`src/sv/bod_pkg.sv`:
```
// Shared types and constants for the bounded ordered deque.
`timescale 1ns / 1ps
`default_nettype none

package bod_pkg;

    localparam int DATA_W    = 32;
    localparam int DEPTH_DEF = 32;

    localparam logic [2:0] OP_PUSH_FRONT = 3'd0;
    localparam logic [2:0] OP_PUSH_BACK  = 3'd1;
    localparam logic [2:0] OP_INSERT     = 3'd2;
    localparam logic [2:0] OP_POP_FRONT  = 3'd3;
    localparam logic [2:0] OP_POP_BACK   = 3'd4;
    localparam logic [2:0] OP_REMOVE     = 3'd5;
    localparam logic [2:0] OP_LOOKUP     = 3'd6;

    localparam logic [1:0] ST_OK    = 2'd0;
    localparam logic [1:0] ST_EMPTY = 2'd1;
    localparam logic [1:0] ST_FULL  = 2'd2;

    typedef struct packed {
        logic rd_en;
        logic wr_en;
        logic head_inc;
        logic head_dec;
    } ring_ctl_t;

endpackage

`default_nettype wire

```
`src/sv/bod_ring.sv`:
```
// Circular entry store addressed relative to the front of the sequence.
`timescale 1ns / 1ps
`default_nettype none

module bod_ring
    import bod_pkg::*;
#(
    parameter int DEPTH = DEPTH_DEF
)
(
    input  wire logic                         clk,
    input  wire logic                         rst_n,
    input  wire ring_ctl_t                    ctl,
    input  wire logic [$clog2(DEPTH)-1:0]     rd_idx,
    input  wire logic [$clog2(DEPTH)-1:0]     wr_idx,
    input  wire logic [DATA_W-1:0]            wr_data,
    output logic      [DATA_W-1:0]            rd_data
);

    localparam int AW = $clog2(DEPTH);

    logic [DATA_W-1:0] mem [DEPTH];
    logic [AW-1:0]     head_reg;
    logic [AW-1:0]     head_next;
    logic [AW-1:0]     rd_phys;
    logic [AW-1:0]     wr_phys;
    logic [DATA_W-1:0] rd_data_reg;

    function automatic logic [AW-1:0] to_phys(input logic [AW-1:0] head,
                                              input logic [AW-1:0] idx);
        logic [AW:0] sum;
        sum = {1'b0, head} + {1'b0, idx};
        if (sum >= (AW+1)'(DEPTH))
        begin
            sum = sum - (AW+1)'(DEPTH);
        end
        return sum[AW-1:0];
    endfunction

    assign rd_phys = to_phys(head_reg, rd_idx);
    assign wr_phys = to_phys(head_reg, wr_idx);
    assign rd_data = rd_data_reg;

    always_comb
    begin
        head_next = head_reg;
        if (ctl.head_dec)
        begin
            head_next = (head_reg == '0) ? AW'(DEPTH - 1) : head_reg - AW'(1);
        end
        else if (ctl.head_inc)
        begin
            head_next = (head_reg == AW'(DEPTH - 1)) ? '0 : head_reg + AW'(1);
        end
    end

    always_ff @(posedge clk or negedge rst_n)
    begin
        if (!rst_n)
        begin
            head_reg <= '0;
        end
        else
        begin
            head_reg <= head_next;
        end
    end

    always_ff @(posedge clk)
    begin
        if (ctl.wr_en)
        begin
            mem[wr_phys] <= wr_data;
        end
        if (ctl.rd_en)
        begin
            rd_data_reg <= mem[rd_phys];
        end
    end

endmodule

`default_nettype wire

```
`src/sv/bounded_ordered_deque.sv`:
```
// Top level of the bounded ordered deque: sequencer, scan and shift over the store.
// Push back, full store, empty store and unused op go from idle straight to the finish state;
// push front and pops pass a put or pop state; insert scans, shifts and puts; remove scans and shifts; lookup scans.
// One word at a time: the next is taken once the result is registered, later if the output stalls.
// Reset: control and count cleared at once; stored entries stay undefined, no clearing pass.
`timescale 1ns / 1ps
`default_nettype none

module bounded_ordered_deque
    import bod_pkg::*;
#(
    parameter int DEPTH = DEPTH_DEF
)
(
    input  wire logic                          clk,
    input  wire logic                          rst_n,
    input  wire logic                          in_valid,
    output logic                               in_stall,
    input  wire logic [2:0]                    op,
    input  wire logic signed [DATA_W-1:0]      value,
    output logic                               out_valid,
    input  wire logic                          out_stall,
    output logic signed [DATA_W-1:0]           result_value,
    output logic                               found,
    output logic [1:0]                         status,
    output logic                               is_empty,
    output logic [$clog2(DEPTH+1)-1:0]         entry_count
);

    localparam int AW    = $clog2(DEPTH);
    localparam int CNT_W = $clog2(DEPTH + 1);

    typedef enum logic [5:0] {
        S_IDLE   = 6'b000001,
        S_SCAN   = 6'b000010,
        S_SHIFT  = 6'b000100,
        S_POP    = 6'b001000,
        S_PUT    = 6'b010000,
        S_FINISH = 6'b100000
    } state_t;

    state_t                    state_reg, state_next;
    logic [2:0]                op_reg, op_next;
    logic signed [DATA_W-1:0]  value_reg, value_next;
    logic [CNT_W-1:0]          count_reg, count_next;
    logic [CNT_W-1:0]          idx_reg, idx_next;
    logic [CNT_W-1:0]          pos_reg, pos_next;
    logic [DATA_W-1:0]         res_reg, res_next;
    logic                      found_reg, found_next;
    logic [1:0]                status_reg, status_next;

    logic                      out_valid_reg, out_valid_next;
    logic [DATA_W-1:0]         out_value_reg, out_value_next;
    logic                      out_found_reg, out_found_next;
    logic [1:0]                out_status_reg, out_status_next;
    logic                      out_empty_reg, out_empty_next;
    logic [CNT_W-1:0]          out_count_reg, out_count_next;

    ring_ctl_t                 ctl;
    logic [CNT_W-1:0]          rd_idx, wr_idx;
    logic [DATA_W-1:0]         wr_data, rd_data;

    logic                      accept;
    logic                      hit;
    logic [CNT_W-1:0]          idx_inc;
    logic [CNT_W-1:0]          count_dec;
    logic                      out_free;

    assign accept    = in_valid && !in_stall;
    assign in_stall  = (state_reg != S_IDLE);
    assign idx_inc   = idx_reg + CNT_W'(1);
    assign count_dec = count_reg - CNT_W'(1);
    assign out_free  = !out_valid_reg || !out_stall;
    assign hit       = (op_reg == OP_INSERT) ? !($signed(rd_data) < value_reg)
                                             : (rd_data == value_reg);

    bod_ring #(
        .DEPTH (DEPTH)
    ) u_ring (
        .clk     (clk),
        .rst_n   (rst_n),
        .ctl     (ctl),
        .rd_idx  (rd_idx[AW-1:0]),
        .wr_idx  (wr_idx[AW-1:0]),
        .wr_data (wr_data),
        .rd_data (rd_data)
    );

    always_comb
    begin
        state_next  = state_reg;
        op_next     = op_reg;
        value_next  = value_reg;
        count_next  = count_reg;
        idx_next    = idx_reg;
        pos_next    = pos_reg;
        res_next    = res_reg;
        found_next  = found_reg;
        status_next = status_reg;
        ctl         = '0;
        rd_idx      = '0;
        wr_idx      = '0;
        wr_data     = rd_data;

        out_valid_next  = out_valid_reg && out_stall;
        out_value_next  = out_value_reg;
        out_found_next  = out_found_reg;
        out_status_next = out_status_reg;
        out_empty_next  = out_empty_reg;
        out_count_next  = out_count_reg;

        case (state_reg)
            S_IDLE:
            begin
                if (accept)
                begin
                    op_next     = op;
                    value_next  = value;
                    res_next    = '0;
                    found_next  = 1'b0;
                    status_next = ST_OK;
                    idx_next    = '0;
                    state_next  = S_FINISH;
                    if (op inside {OP_PUSH_FRONT, OP_PUSH_BACK, OP_INSERT})
                    begin
                        if (count_reg == CNT_W'(DEPTH))
                        begin
                            status_next = ST_FULL;
                        end
                        else if (op == OP_PUSH_BACK)
                        begin
                            ctl.wr_en  = 1'b1;
                            wr_idx     = count_reg;
                            wr_data    = value;
                            count_next = count_reg + CNT_W'(1);
                        end
                        else if (op == OP_PUSH_FRONT || count_reg == '0)
                        begin
                            ctl.head_dec = 1'b1;
                            pos_next     = '0;
                            state_next   = S_PUT;
                        end
                        else
                        begin
                            ctl.rd_en  = 1'b1;
                            rd_idx     = '0;
                            state_next = S_SCAN;
                        end
                    end
                    else if (op inside {OP_POP_FRONT, OP_POP_BACK, OP_REMOVE, OP_LOOKUP})
                    begin
                        if (count_reg == '0)
                        begin
                            if (op != OP_LOOKUP)
                            begin
                                status_next = ST_EMPTY;
                            end
                        end
                        else if (op == OP_POP_FRONT || op == OP_POP_BACK)
                        begin
                            ctl.rd_en  = 1'b1;
                            rd_idx     = (op == OP_POP_BACK) ? count_dec : '0;
                            state_next = S_POP;
                        end
                        else
                        begin
                            ctl.rd_en  = 1'b1;
                            rd_idx     = '0;
                            state_next = S_SCAN;
                        end
                    end
                end
            end

            S_SCAN:
            begin
                if (hit)
                begin
                    pos_next = idx_reg;
                    if (op_reg == OP_INSERT)
                    begin
                        if (idx_reg == '0)
                        begin
                            ctl.head_dec = 1'b1;
                            state_next   = S_PUT;
                        end
                        else
                        begin
                            ctl.rd_en  = 1'b1;
                            rd_idx     = count_dec;
                            idx_next   = count_dec;
                            state_next = S_SHIFT;
                        end
                    end
                    else if (op_reg == OP_REMOVE)
                    begin
                        found_next = 1'b1;
                        if (idx_reg == '0)
                        begin
                            ctl.head_inc = 1'b1;
                            count_next   = count_dec;
                            state_next   = S_FINISH;
                        end
                        else if (idx_reg == count_dec)
                        begin
                            count_next = count_dec;
                            state_next = S_FINISH;
                        end
                        else
                        begin
                            ctl.rd_en  = 1'b1;
                            rd_idx     = idx_inc;
                            idx_next   = idx_inc;
                            state_next = S_SHIFT;
                        end
                    end
                    else
                    begin
                        found_next = 1'b1;
                        state_next = S_FINISH;
                    end
                end
                else if (idx_inc == count_reg)
                begin
                    pos_next   = count_reg;
                    state_next = (op_reg == OP_INSERT) ? S_PUT : S_FINISH;
                end
                else
                begin
                    ctl.rd_en = 1'b1;
                    rd_idx    = idx_inc;
                    idx_next  = idx_inc;
                end
            end

            S_SHIFT:
            begin
                ctl.wr_en = 1'b1;
                wr_data   = rd_data;
                if (op_reg == OP_INSERT)
                begin
                    wr_idx = idx_inc;
                    if (idx_reg == pos_reg)
                    begin
                        state_next = S_PUT;
                    end
                    else
                    begin
                        ctl.rd_en = 1'b1;
                        rd_idx    = idx_reg - CNT_W'(1);
                        idx_next  = idx_reg - CNT_W'(1);
                    end
                end
                else
                begin
                    wr_idx = idx_reg - CNT_W'(1);
                    if (idx_reg == count_dec)
                    begin
                        count_next = count_dec;
                        state_next = S_FINISH;
                    end
                    else
                    begin
                        ctl.rd_en = 1'b1;
                        rd_idx    = idx_inc;
                        idx_next  = idx_inc;
                    end
                end
            end

            S_POP:
            begin
                res_next     = rd_data;
                ctl.head_inc = (op_reg == OP_POP_FRONT);
                count_next   = count_dec;
                state_next   = S_FINISH;
            end

            S_PUT:
            begin
                ctl.wr_en  = 1'b1;
                wr_idx     = pos_reg;
                wr_data    = value_reg;
                count_next = count_reg + CNT_W'(1);
                state_next = S_FINISH;
            end

            S_FINISH:
            begin
                if (out_free)
                begin
                    out_valid_next  = 1'b1;
                    out_value_next  = res_reg;
                    out_found_next  = found_reg;
                    out_status_next = status_reg;
                    out_empty_next  = (count_reg == '0);
                    out_count_next  = count_reg;
                    state_next      = S_IDLE;
                end
            end

            default:
            begin
                state_next = S_IDLE;
            end
        endcase
    end

    always_ff @(posedge clk or negedge rst_n)
    begin
        if (!rst_n)
        begin
            state_reg     <= S_IDLE;
            count_reg     <= '0;
            out_valid_reg <= 1'b0;
        end
        else
        begin
            state_reg     <= state_next;
            count_reg     <= count_next;
            out_valid_reg <= out_valid_next;
        end
    end

    always_ff @(posedge clk)
    begin
        op_reg         <= op_next;
        value_reg      <= value_next;
        idx_reg        <= idx_next;
        pos_reg        <= pos_next;
        res_reg        <= res_next;
        found_reg      <= found_next;
        status_reg     <= status_next;
        out_value_reg  <= out_value_next;
        out_found_reg  <= out_found_next;
        out_status_reg <= out_status_next;
        out_empty_reg  <= out_empty_next;
        out_count_reg  <= out_count_next;
    end

    assign out_valid    = out_valid_reg;
    assign result_value = $signed(out_value_reg);
    assign found        = out_found_reg;
    assign status       = out_status_reg;
    assign is_empty     = out_empty_reg;
    assign entry_count  = out_count_reg;

endmodule

`default_nettype wire

```
`config.mk`:
```
export PLATFORM = sky130hd
export DESIGN_NAME = bounded_ordered_deque
export DESIGN_NICKNAME = d
export VERILOG_FILES = /design/src/sv/bod_pkg.sv /design/src/sv/bod_ring.sv /design/src/sv/bounded_ordered_deque.sv
export SDC_FILE = /design/constraint.sdc
export NUM_CORES = 1
export LEC_CHECK = 0
export BUFFER_PORTS_ARGS = -buffer_cell sky130_fd_sc_hd__buf_2
export CAP_MARGIN = 15
export CELL_PAD_IN_SITES_DETAIL_PLACEMENT = 0
export CELL_PAD_IN_SITES_GLOBAL_PLACEMENT = 2
export CORE_ASPECT_RATIO = 1.1
export CORE_MARGIN = 1.5
export CORE_UTILIZATION = 56
export CTS_BUF_LIST = sky130_fd_sc_hd__clkbuf_4
export CTS_CLUSTER_DIAMETER = 150
export DETAILED_ROUTE_END_ITERATION = 8
export PLACE_DENSITY_LB_ADDON = 0.25
export SLEW_MARGIN = 15
export SYNTH_ARGS = -nofsm -noshare
export SYNTH_HDL_FRONTEND = slang
export SYNTH_SLANG_ARGS = --single-unit
```
`constraint.sdc`:
```
create_clock -name clk -period 14.2 [get_ports clk]
set_clock_uncertainty 0.1 [all_clocks]
set_input_delay 2.84 -clock clk [delete_from_list [all_inputs] [get_ports clk]]
set_output_delay 2.84 -clock clk [all_outputs]
set_load 0.02 [all_outputs]
```
### Yosys cells after proc, flatten, opt, wreduce, memory -nomap -nowiden

Memories as Yosys holds them, arrays and structs flattened. A register that Yosys moved wholly into a read port is not among the register bits.
Cells that the tools add are included.

* register bits after elaboration: 142
* bits in latches: 0
* RAM bits: 1024
* memory bits (read-only): 0
* input bits: 39
* output and inout port bits: 44
* word-level logic and storage cells: 233
* memories kept: 1

Memory list
* u_ring.mem: depth 32, bits a word 32, read ports 1, clocked after memory_dff 1, wr ports 1, RTL line bod_ring.sv:22 `logic [DATA_W-1:0] mem [DEPTH];`

* add/sub/neg operators: 10
* $mul: 0
* div/mod/pow operators: 0
* order comparisons: 3
* equal/unequal tests: 41
* shift-type cells: 0
* muxes and demuxes: 132
* bitwise operators: 0
* reduce and logical (&&, ||, !) cells: 30

Operators with widths (count)
* 6-bit two-way mux: 44
* 32-bit two-way mux: 5
* 5-bit two-way mux: 28
* 32-bit case mux with 2 select lines: 2
* 6-bit case mux with 5 select lines: 2
* 1-bit two-way mux: 36
* 32-bit == test: 1
* 32-bit less-than comparator: 1
* 5-bit case mux with 3 select lines: 2
* 2-bit inequality test, second input constant: 11
* 3-bit inequality test, second input constant: 7
* 6-bit == test: 3
* 6-bit case mux with 3 select lines: 1
* 5-bit by 1-bit subtractor with 5-bit output, second input constant: 3
* 5-bit by 5-bit adder with 6-bit output: 2
* 6-bit by 1-bit adder with 6-bit output, second input constant: 2
* 3-bit by 2-bit == test with 1-bit output, second input constant: 4
* 3-bit == test, second input constant: 4
* 6-bit == test, second input constant: 2
* 6-bit greater-or-equal comparator, second input constant: 2
* 6-bit logical NOT: 2
* 6-bit case mux with 2 select lines: 1
* 6-bit by 1-bit subtractor with 6-bit output, second input constant: 2
* 2-bit two-way mux: 5
* other kinds (29): 44

### Depth between registers and ports, before layout

Gate-level depths: netlist (run 1).

* depth in word-level cells: 11
* depth in mapped cells: 24
* gate-level depth less buffers: 21

### Cells and area by module

Synthesis (run 1) repeated with hierarchy kept, for this count alone.

* cell total of the unflattened synthesis: 3412
* area total of the unflattened synthesis: 51037.7 um^2

Modules (own cells, without submodules)
* bod_ring: instances 1, cells an instance 2656, area an instance 43222.7 um^2, sequential area each 31835.5 um^2
* bounded_ordered_deque: instances 1, cells an instance 756, area an instance 7815.0 um^2, sequential area each 4050.1 um^2

### Worst setup path before layout (run 1)

Ideal clock, no wire load.

* kind: input-to-reg
* start point: input op[2]
* end point: memory u_ring.mem[25][0] (enable)
* library setup time: 0.421 ns
* data arrival time: 6.819 ns
* required time: 13.679 ns
* path slack: 6.860 ns
* stages: 14
* buffers on the path: 2
* cell sequence: clkbuf_1 > a31oi_1 > nand2_1 > nor2_1 > clkbuf_1 > a221o_1 > ha_1 > fa_1 > a21o_1 > a21oi_1 > xnor2_1 > xor2_1 > nand2_1 > nor2_1

* word-level cells in the longest chain between the ends: 9
* elaborated cells on any way between the ends: 20
* those cells by class: add/sub (2); order compare (1); eq/ne (2); mux (13); reduce/logical (2)

Ends and longest elaborated chain
* start, declared: RTL line bounded_ordered_deque.sv:19 `input wire logic [2:0] op,`
* 3-bit by 1-bit == test with 1-bit output: RTL line bounded_ordered_deque.sv:124, bounded_ordered_deque.sv:130
* 5-bit two-way mux: RTL line bounded_ordered_deque.sv:130 `else if (op == OP_PUSH_BACK)`
* 5-bit two-way mux: RTL line bounded_ordered_deque.sv:126 `if (count_reg == CNT_W'(DEPTH))`
* 5-bit two-way mux: RTL line bounded_ordered_deque.sv:124 `if (op inside {OP_PUSH_FRONT, OP_PUSH_BACK, OP_INSERT})`
* 5-bit two-way mux: RTL line bounded_ordered_deque.sv:115 `if (accept)`
* 5-bit case mux with 3 select lines: RTL line bounded_ordered_deque.sv:112 `case (state_reg)`
* 5-bit by 5-bit adder with 6-bit output: RTL line bod_ring.sv:32 `sum = {1'b0, head} + {1'b0, idx};`
* 5-bit by 1-bit subtractor with 5-bit output or 6-bit greater-or-equal comparator (tied branches): RTL line bod_ring.sv:35, bod_ring.sv:33
* 5-bit two-way mux: RTL line bod_ring.sv:33 `if (sum >= (AW+1)'(DEPTH))`
* end, declared: RTL line bod_ring.sv:22

Parallel ways exist; a longest one is shown, timed or not.

### Worst setup path after layout (run 1)

* start point: register count_reg[0]
* end point: register u_ring.rd_data_reg[15], in the netlist u_ring.rd_data[15] (read register of u_ring.mem), data pin

* word-level cells in the longest chain between the ends: 11
* elaborated cells on any way between the ends: 40
* those cells by class: add/sub (3); order compare (1); eq/ne (3); mux (31); reduce/logical (2)

Ends and longest elaborated chain
* start, declared: RTL line bounded_ordered_deque.sv:45 `logic [CNT_W-1:0] count_reg, count_next;`
* start signal, assigned: RTL line bounded_ordered_deque.sv:320 `count_reg <= count_next;`
* 6-bit by 1-bit subtractor with 6-bit output: RTL line bounded_ordered_deque.sv:72 `assign count_dec = count_reg - CNT_W'(1);`
* 6-bit == test or 5-bit two-way mux (tied branches): RTL line bounded_ordered_deque.sv:204, bounded_ordered_deque.sv:257, bounded_ordered_deque.sv:162
* 5-bit two-way mux, on equally long branches: RTL line bounded_ordered_deque.sv:204, bounded_ordered_deque.sv:257, bounded_ordered_deque.sv:159
* 5-bit two-way mux, on equally long branches: RTL line bounded_ordered_deque.sv:198, bounded_ordered_deque.sv:152
* 5-bit two-way mux, on equally long branches: RTL line bounded_ordered_deque.sv:195, bounded_ordered_deque.sv:150
* 5-bit two-way mux, on equally long branches: RTL line bounded_ordered_deque.sv:180, bounded_ordered_deque.sv:124
* 5-bit two-way mux, on equally long branches: RTL line bounded_ordered_deque.sv:177, bounded_ordered_deque.sv:115
* 5-bit case mux with 3 select lines: RTL line bounded_ordered_deque.sv:112
* 5-bit by 5-bit adder with 6-bit output: RTL line bod_ring.sv:32
* 5-bit by 1-bit subtractor with 5-bit output or 6-bit greater-or-equal comparator (tied branches): RTL line bod_ring.sv:35, bod_ring.sv:33
* 5-bit two-way mux: RTL line bod_ring.sv:33
* end, declared: RTL line bod_ring.sv:27 `logic [DATA_W-1:0] rd_data_reg;`

Parallel ways exist; a longest one is shown, timed or not.
A chain may end at the register's enable or synchronous reset.

==> impl_metrics.env, run 1 <==
export IMPL_finalWorstSetupSlack_ns=6.68
export IMPL_grt_use_total_pct=28.8
export IMPL_hold_start="res_reg[14]"
export IMPL_antenna_left=0
export IMPL_tns_ns=0
export IMPL_synth_top_cells_by_count="edfxtp_1 (1,180), mux4_2 (320), nand2_1 (129)"
export IMPL_postSynthAreaPerCell_um2=20.4
export IMPL_largest_register="u_ring.mem"
export IMPL_fmax_mhz=133
export IMPL_firstDrtPassIters=8
export IMPL_power_density_nw_per_um2=224
export IMPL_cp_arrival_ns=8.26
export IMPL_overflow=0
export IMPL_yosysTopAreaCellShare_pct=73.0
export IMPL_numCtsBuffers=317
export IMPL_yosys_most_used_dff="edfxtp_1"
export IMPL_seq_area_frac_synth_pct=74.0
export IMPL_coreArea_um2=86100
export IMPL_synth_top_area_cell="edfxtp_1"
export IMPL_finalSetupViolCount=0
export IMPL_tightestPinTransition_ns=1.16
export IMPL_initial_core_util_pct=56.4
export IMPL_die_x_um=284
export IMPL_place_ws_ns=6.18
export IMPL_grt_pass1_wl_mm=181
export IMPL_yosys_cell_count_top_type="edfxtp_1"
export IMPL_cts_tree="built"
export IMPL_ctsHtreeMaxLevel=5
export IMPL_cts_max_path_buffers=4
export IMPL_crit_start="count_reg[0]"
export IMPL_post_drt_wl_per_cell_um=30.7
export IMPL_routed_wl_mm=124
export IMPL_insertion_delay_ns=1.14
export IMPL_synthDistinctLibCells=85
export IMPL_finalPower_uw=12100
export IMPL_rows=113
export IMPL_dieArea_um2=88400
export IMPL_drt_iter0_markers=3150
export IMPL_drv_cap=0
export IMPL_fin_nets=2804
export IMPL_worst_path_max_fanout=43
export IMPL_layout_min_cycle_time_ns=7.52
export IMPL_status="complete, no violations"
export IMPL_grt_pass1_vias=26500
export IMPL_dieHeight_um=312
export IMPL_hp_class="register to register"
export IMPL_async_reset_ff_share_pct=1.50
export IMPL_ctsResizeCount=0
export IMPL_worstSetupEndpointType="register"
export IMPL_slew_headroom_pct=22.3
export IMPL_clk_pin_slew_ns=0.07
export IMPL_antenna_found_initial=2
export IMPL_rsz0062_at_grt="false"
export IMPL_p_leak_uw=0.0179
export IMPL_area_growth_pct=11.7
export IMPL_timing_hold_ws_ns=0.311
export IMPL_slew_violations=0
export IMPL_place_hpwl_mm=65.7
export IMPL_nFillCells=6057
export IMPL_grt_max_degree=154
export IMPL_ios=83
export IMPL_port_buffers=82
export IMPL_syn_nets=2466
export IMPL_viasPerCell=6.34
export IMPL_critPathRequiredTime_ns=14.94
export IMPL_synth_edf_count=1180
export IMPL_synth_area_um2=48500
export IMPL_finalCritPeriodShare_pct=53.0
export IMPL_synth_area_top_cells="edfxtp_1 (73%), mux4_2 (15%), ha_1 (1.3%)"
export IMPL_cp_start_kind="register"
export IMPL_cts_setup_buffers=0
export IMPL_synthCells=2376
export IMPL_dr_total_vias=25700
export IMPL_ir_drop_mv=0.235
export IMPL_yosys_warnings=0
export IMPL_drive_above_1_share_pct=34.7
export IMPL_cts_sinks=1198
export IMPL_cts_root_buf="clkbuf_4"
export IMPL_synth_ff_latch_count=1198
export IMPL_drc=0
export IMPL_r2r_start="count_reg[0]"
export IMPL_routabilityCongestion=0.858
export IMPL_hold_viol=0
export IMPL_largest_reg_flops=1024
export IMPL_path_class="register to register"
export IMPL_cts_hold_fix_buffers=0
worst max-delay path: stages (launching register included):
cell and delay, ns:
dfrtp_1 0.70, inv_1 0.31, ha_1 0.35, nor3b_2 0.21, xnor2_1 0.46, xnor2_1 0.22
nand4bb_1 0.57, ha_1 0.44, nand2_1 0.11, o21ai_0 0.10, nand3_1 0.11, o31ai_1 0.07
a21bo_2 0.26, ha_4 0.89, buf_4 0.83, mux4_2 0.60, mux4_2 0.54, mux2_4 0.28
power breakdown:
part	internal [µW]	switching [µW]	total (µW)
Combinational	2010	2400	4410
Clock	1440	1340	2780
Sequential	4740	214	4960
Total	8190	3960	12100
kinds of logic (layout without fill, tap and decap cells):
kind of cell	after synthesis	in the layout	synth area share, %
XOR/XNOR	47	47	0.959
adder cells (fa/ha/maj)	51	51	1.35
AND/OR/NAND/NOR	343	343	3.50
other	0	1	0
AO/OA/AOI/OAI	208	208	2.84
flip-flops	1198	1198	74.0
buffers and inverters	172	689	1.46
multiplexers	357	357	15.9
cells in the final DEF, fill, tap and decap left out, types with 5 or more instances in the layout:
cell / Yosys / final
edfxtp_1: 1180 / 1180
clkbuf_4: 0 / 422
mux4_2: 320 / 320
nand2_1: 129 / 128
buf_2: 7 / 82
a21oi_1: 64 / 63
clkinv_1: 0 / 58
buf_4: 1 / 55
inv_1: 50 / 49
ha_1: 49 / 48
a22oi_1: 40 / 40
nor2_1: 70 / 36
nor2_4: 0 / 34
and2_1: 32 / 32
mux2_4: 30 / 30
o21ai_0: 27 / 27
xnor2_1: 29 / 27
nand3_1: 18 / 18
dfrtp_1: 17 / 17
nor3_1: 16 / 16
xor2_1: 14 / 14
nor4_1: 12 / 12
inv_2: 2 / 10
nand4_1: 9 / 9
nand3b_1: 8 / 8
a31oi_1: 7 / 7
a21o_1: 6 / 6
or2_2: 6 / 6
o22ai_1: 6 / 6
clkinv_2: 0 / 6
a211oi_1: 5 / 5
nor2b_1: 5 / 5
o21ai_1: 5 / 5
nor3b_1: 7 / 5
o221ai_1: 5 / 5
final timing paths:
kind / endpoint / slack, ns / depth (start not counted)
max: u_ring.rd_data[15] / 6.68 / 17
min: result_value[14] / 0.31 / 0
max reg2reg: u_ring.rd_data[15] / 6.68 / 17
min reg2reg: result_value[14] / 0.31 / 0
max in group asynchronous: u_ring.head_reg[4] / 12.04 / 1
min in group asynchronous: u_ring.head_reg[1] / 1.56 / 1
metal layers:
metal  global-route usage [%]  wire length [µm]
met5                        0                 0
met4                     9.59              3210
met3                     7.06             11800
met2                     45.6             60700
met1                     39.8             48500
metrics by stage:
stage	utilization (%)	instances	area, µm²
after detailed placement	58.8	3545	50600
final	63.0	4044	54200
after global routing	63.0	4044	54200
after floorplan	-	2376	48500
after global placement	58.8	3545	50600
after CTS	63.0	4043	54200
area by class of cell:
type                       instances  area (µm²)  share of cell area (%)
multi-input combinational       1006       12300                    22.6
clock buffer                     422        3170                    5.84
timing repair buffer             139         863                    1.59
tap                             1150        1440                    2.65
clock inverter                    76         402                   0.741
inverter                          52         195                   0.360
antenna                            1        2.50                 0.00462
sequential                      1198       35900                    66.2
Note: power is estimated with default switching activity, not from simulation.
==> inputs of run 2 (changes only) <==
- CORE_UTILIZATION: 56 -> 52
- clock period: 14.2 -> 7.5 ns (I/O delays scaled with it)
==> run 2 against run 1 <==
Against the previous run:
- wire length grew 3.7%
- critical path depth grew 1
- highest routed layer is now met5
- critical endpoint is now u_ring.rd_data[10]
- register-to-register slack got worse by 5.8 ns
- sequential power up 89%
- cell count grew 3.3%
==> impl_metrics.env, run 2 (synthesis results as in run 1) <==
export IMPL_design_area_um2=54900
export IMPL_finalSetupViolCount=0
export IMPL_largest_register="u_ring.mem"
export IMPL_cts_max_path_buffers=4
export IMPL_post_drt_wl_per_cell_um=30.8
export IMPL_finalWorstSetupSlack_ns=0.858
export IMPL_timing_hold_ws_ns=0.230
export IMPL_cp_arrival_ns=7.41
export IMPL_p_leak_uw=0.0182
export IMPL_grt_max_degree=72
export IMPL_p_int_uw=15800
export IMPL_hp_class="primary input to async pin"
export IMPL_tns_ns=0
export IMPL_most_common_layout_cells="edfxtp_1 (1,180), clkbuf_4 (440), mux4_2 (320)"
export IMPL_overflow=0
export IMPL_p_sw_share_pct=32.3
export IMPL_dieHeight_um=323
export IMPL_cp_start_kind="register"
export IMPL_hold_viol=0
export IMPL_drv_cap=0
export IMPL_fmax_mhz=151
export IMPL_slew_headroom_pct=27.9
export IMPL_grt_use_total_pct=27.7
export IMPL_power_density_nw_per_um2=424
export IMPL_insertion_delay_ns=1.20
export IMPL_cts_setup_buffers=0
export IMPL_routabilityCongestion=0.876
export IMPL_cts_root_buf="clkbuf_4"
export IMPL_ctsResizeCount=0
export IMPL_layout_min_cycle_time_ns=6.64
export IMPL_die_x_um=294
export IMPL_numCtsBuffers=317
export IMPL_grt_pass1_wl_mm=183
export IMPL_firstDrtPassIters=5
export IMPL_power_frac_seq_pct=40.3
export IMPL_largest_reg_flops=1024
export IMPL_cts_tree="built"
export IMPL_grt_pass1_vias=26600
export IMPL_rows=117
export IMPL_clock_power_share_pct=22.8
export IMPL_antenna_found_initial=8
export IMPL_cts_sinks=1198
export IMPL_drt_iter0_markers=3087
export IMPL_worstSetupEndpointType="register"
export IMPL_slowest_stage="fa_4"
export IMPL_dr_total_vias=25900
export IMPL_p_sw_uw=7510
export IMPL_ios=83
export IMPL_critPathRequiredTime_ns=8.27
export IMPL_port_buffers=82
export IMPL_rsz0062_at_grt="false"
export IMPL_tightestPinTransition_ns=1.08
export IMPL_dieArea_um2=95200
export IMPL_viasPerCell=6.19
export IMPL_worst_path_max_fanout=24
export IMPL_area_growth_pct=13.1
export IMPL_ir_drop_mv=0.309
export IMPL_drc=0
export IMPL_drive_above_1_share_pct=35.9
export IMPL_slowest_delay_ns=0.89
export IMPL_fin_nets=2836
export IMPL_antenna_left=0
export IMPL_path_buf_inv=4
export IMPL_finalCritPeriodShare_pct=88.6
export IMPL_slew_violations=0
export IMPL_clk_pin_slew_ns=0.06
export IMPL_routed_wl_mm=129
export IMPL_ctsHtreeMaxLevel=5
export IMPL_status="complete, no violations"
export IMPL_cts_hold_fix_buffers=0
export IMPL_dpl_cell_area_um2=51200
export IMPL_initial_core_util_pct=52.4
export IMPL_place_ws_ns=1.05
export IMPL_mostFrequentLayoutCell="edfxtp_1"
export IMPL_pwr_share_comb_pct=36.9
export IMPL_cp_top_family="simple AND/OR/NAND/NOR gates"
export IMPL_path_class="register to register"
export IMPL_crit_chain="ha_1 -> nand4_1 -> nor4_1 -> buf_4 -> o311a_1 -> nor4_1 -> a21oi_1 -> nand3_1 -> o31ai_1 -> a21bo_2 -> ha_4 -> inv_1 -> fa_4 -> buf_12 -> buf_4 -> mux4_2 -> mux4_2 -> mux2_4"
export IMPL_coreArea_um2=92500
export IMPL_place_hpwl_mm=68.0
==> run 2: cell types whose count changed in the layout (fill, tap and decap cells not counted), moves of 4 or more <==
cell	change
diode_2	+4
buf_4	+14
clkbuf_4	+18
buf_12	+18
clkinv_1	-13
clkinv_2	-4
==> run 2: layout make-up <==
type	instances	area, µm²
flip-flops and latches	1198	35900
fillers	6775	37700
repair buffers	171	1330
multi-input cells	1006	12300
clock inverters	58	313
well taps	1249	1560
diodes	5	12.5
inverters	52	195
clock buffers	440	3300
==> run 2: worst paths after layout <==
check	start	end	slack (ns)	depth (start not counted)
worst max-delay path	u_ring.rd_data[25]	u_ring.rd_data[10]	0.86	18
worst min-delay path	rst_n	state_reg[3]	0.23	1
worst max register to register	u_ring.rd_data[25]	u_ring.rd_data[10]	0.86	18
worst min register to register	res_reg[2]	result_value[2]	0.30	0
max in group asynchronous	rst_n	count_reg[4]	6.70	1
min in group clk	res_reg[2]	result_value[2]	0.30	0
==> run 2: power groups by stage <==
stage	clock, µW	combinational (µW)	sequential (µW)
6_report	5300	8600	9380
2_1_floorplan	0	6260	9250
3_5_place_dp	0	8640	9510
3_3_place_gp	0	8450	9490
4_1_cts	5430	8660	9370
5_1_grt	5770	9170	9420
==> run 2: layer usage <==
| metal | GRT usage [%] | up-vias | routed length (µm) |
|---|---|---|---|
| met5 | 0 | - | 13 |
| met4 | 10.7 | 2 | 3780 |
| met3 | 7.21 | 238 | 12300 |
| met2 | 44.6 | 1405 | 63900 |
| met1 | 36.4 | 13500 | 48800 |
| li1 | - | 10700 | - |
==> run 2: metrics by stage <==
stage / cells / util (%) / total power [µW]
2_1_floorplan: 2376 / - / 15500
3_3_place_gp: 3676 / 55.4 / 17900
3_5_place_dp: 3676 / 55.4 / 18200
4_1_cts: 4174 / 59.3 / 23500
5_1_grt: 4179 / 59.3 / 24400
6_report: 4179 / 59.3 / 23300
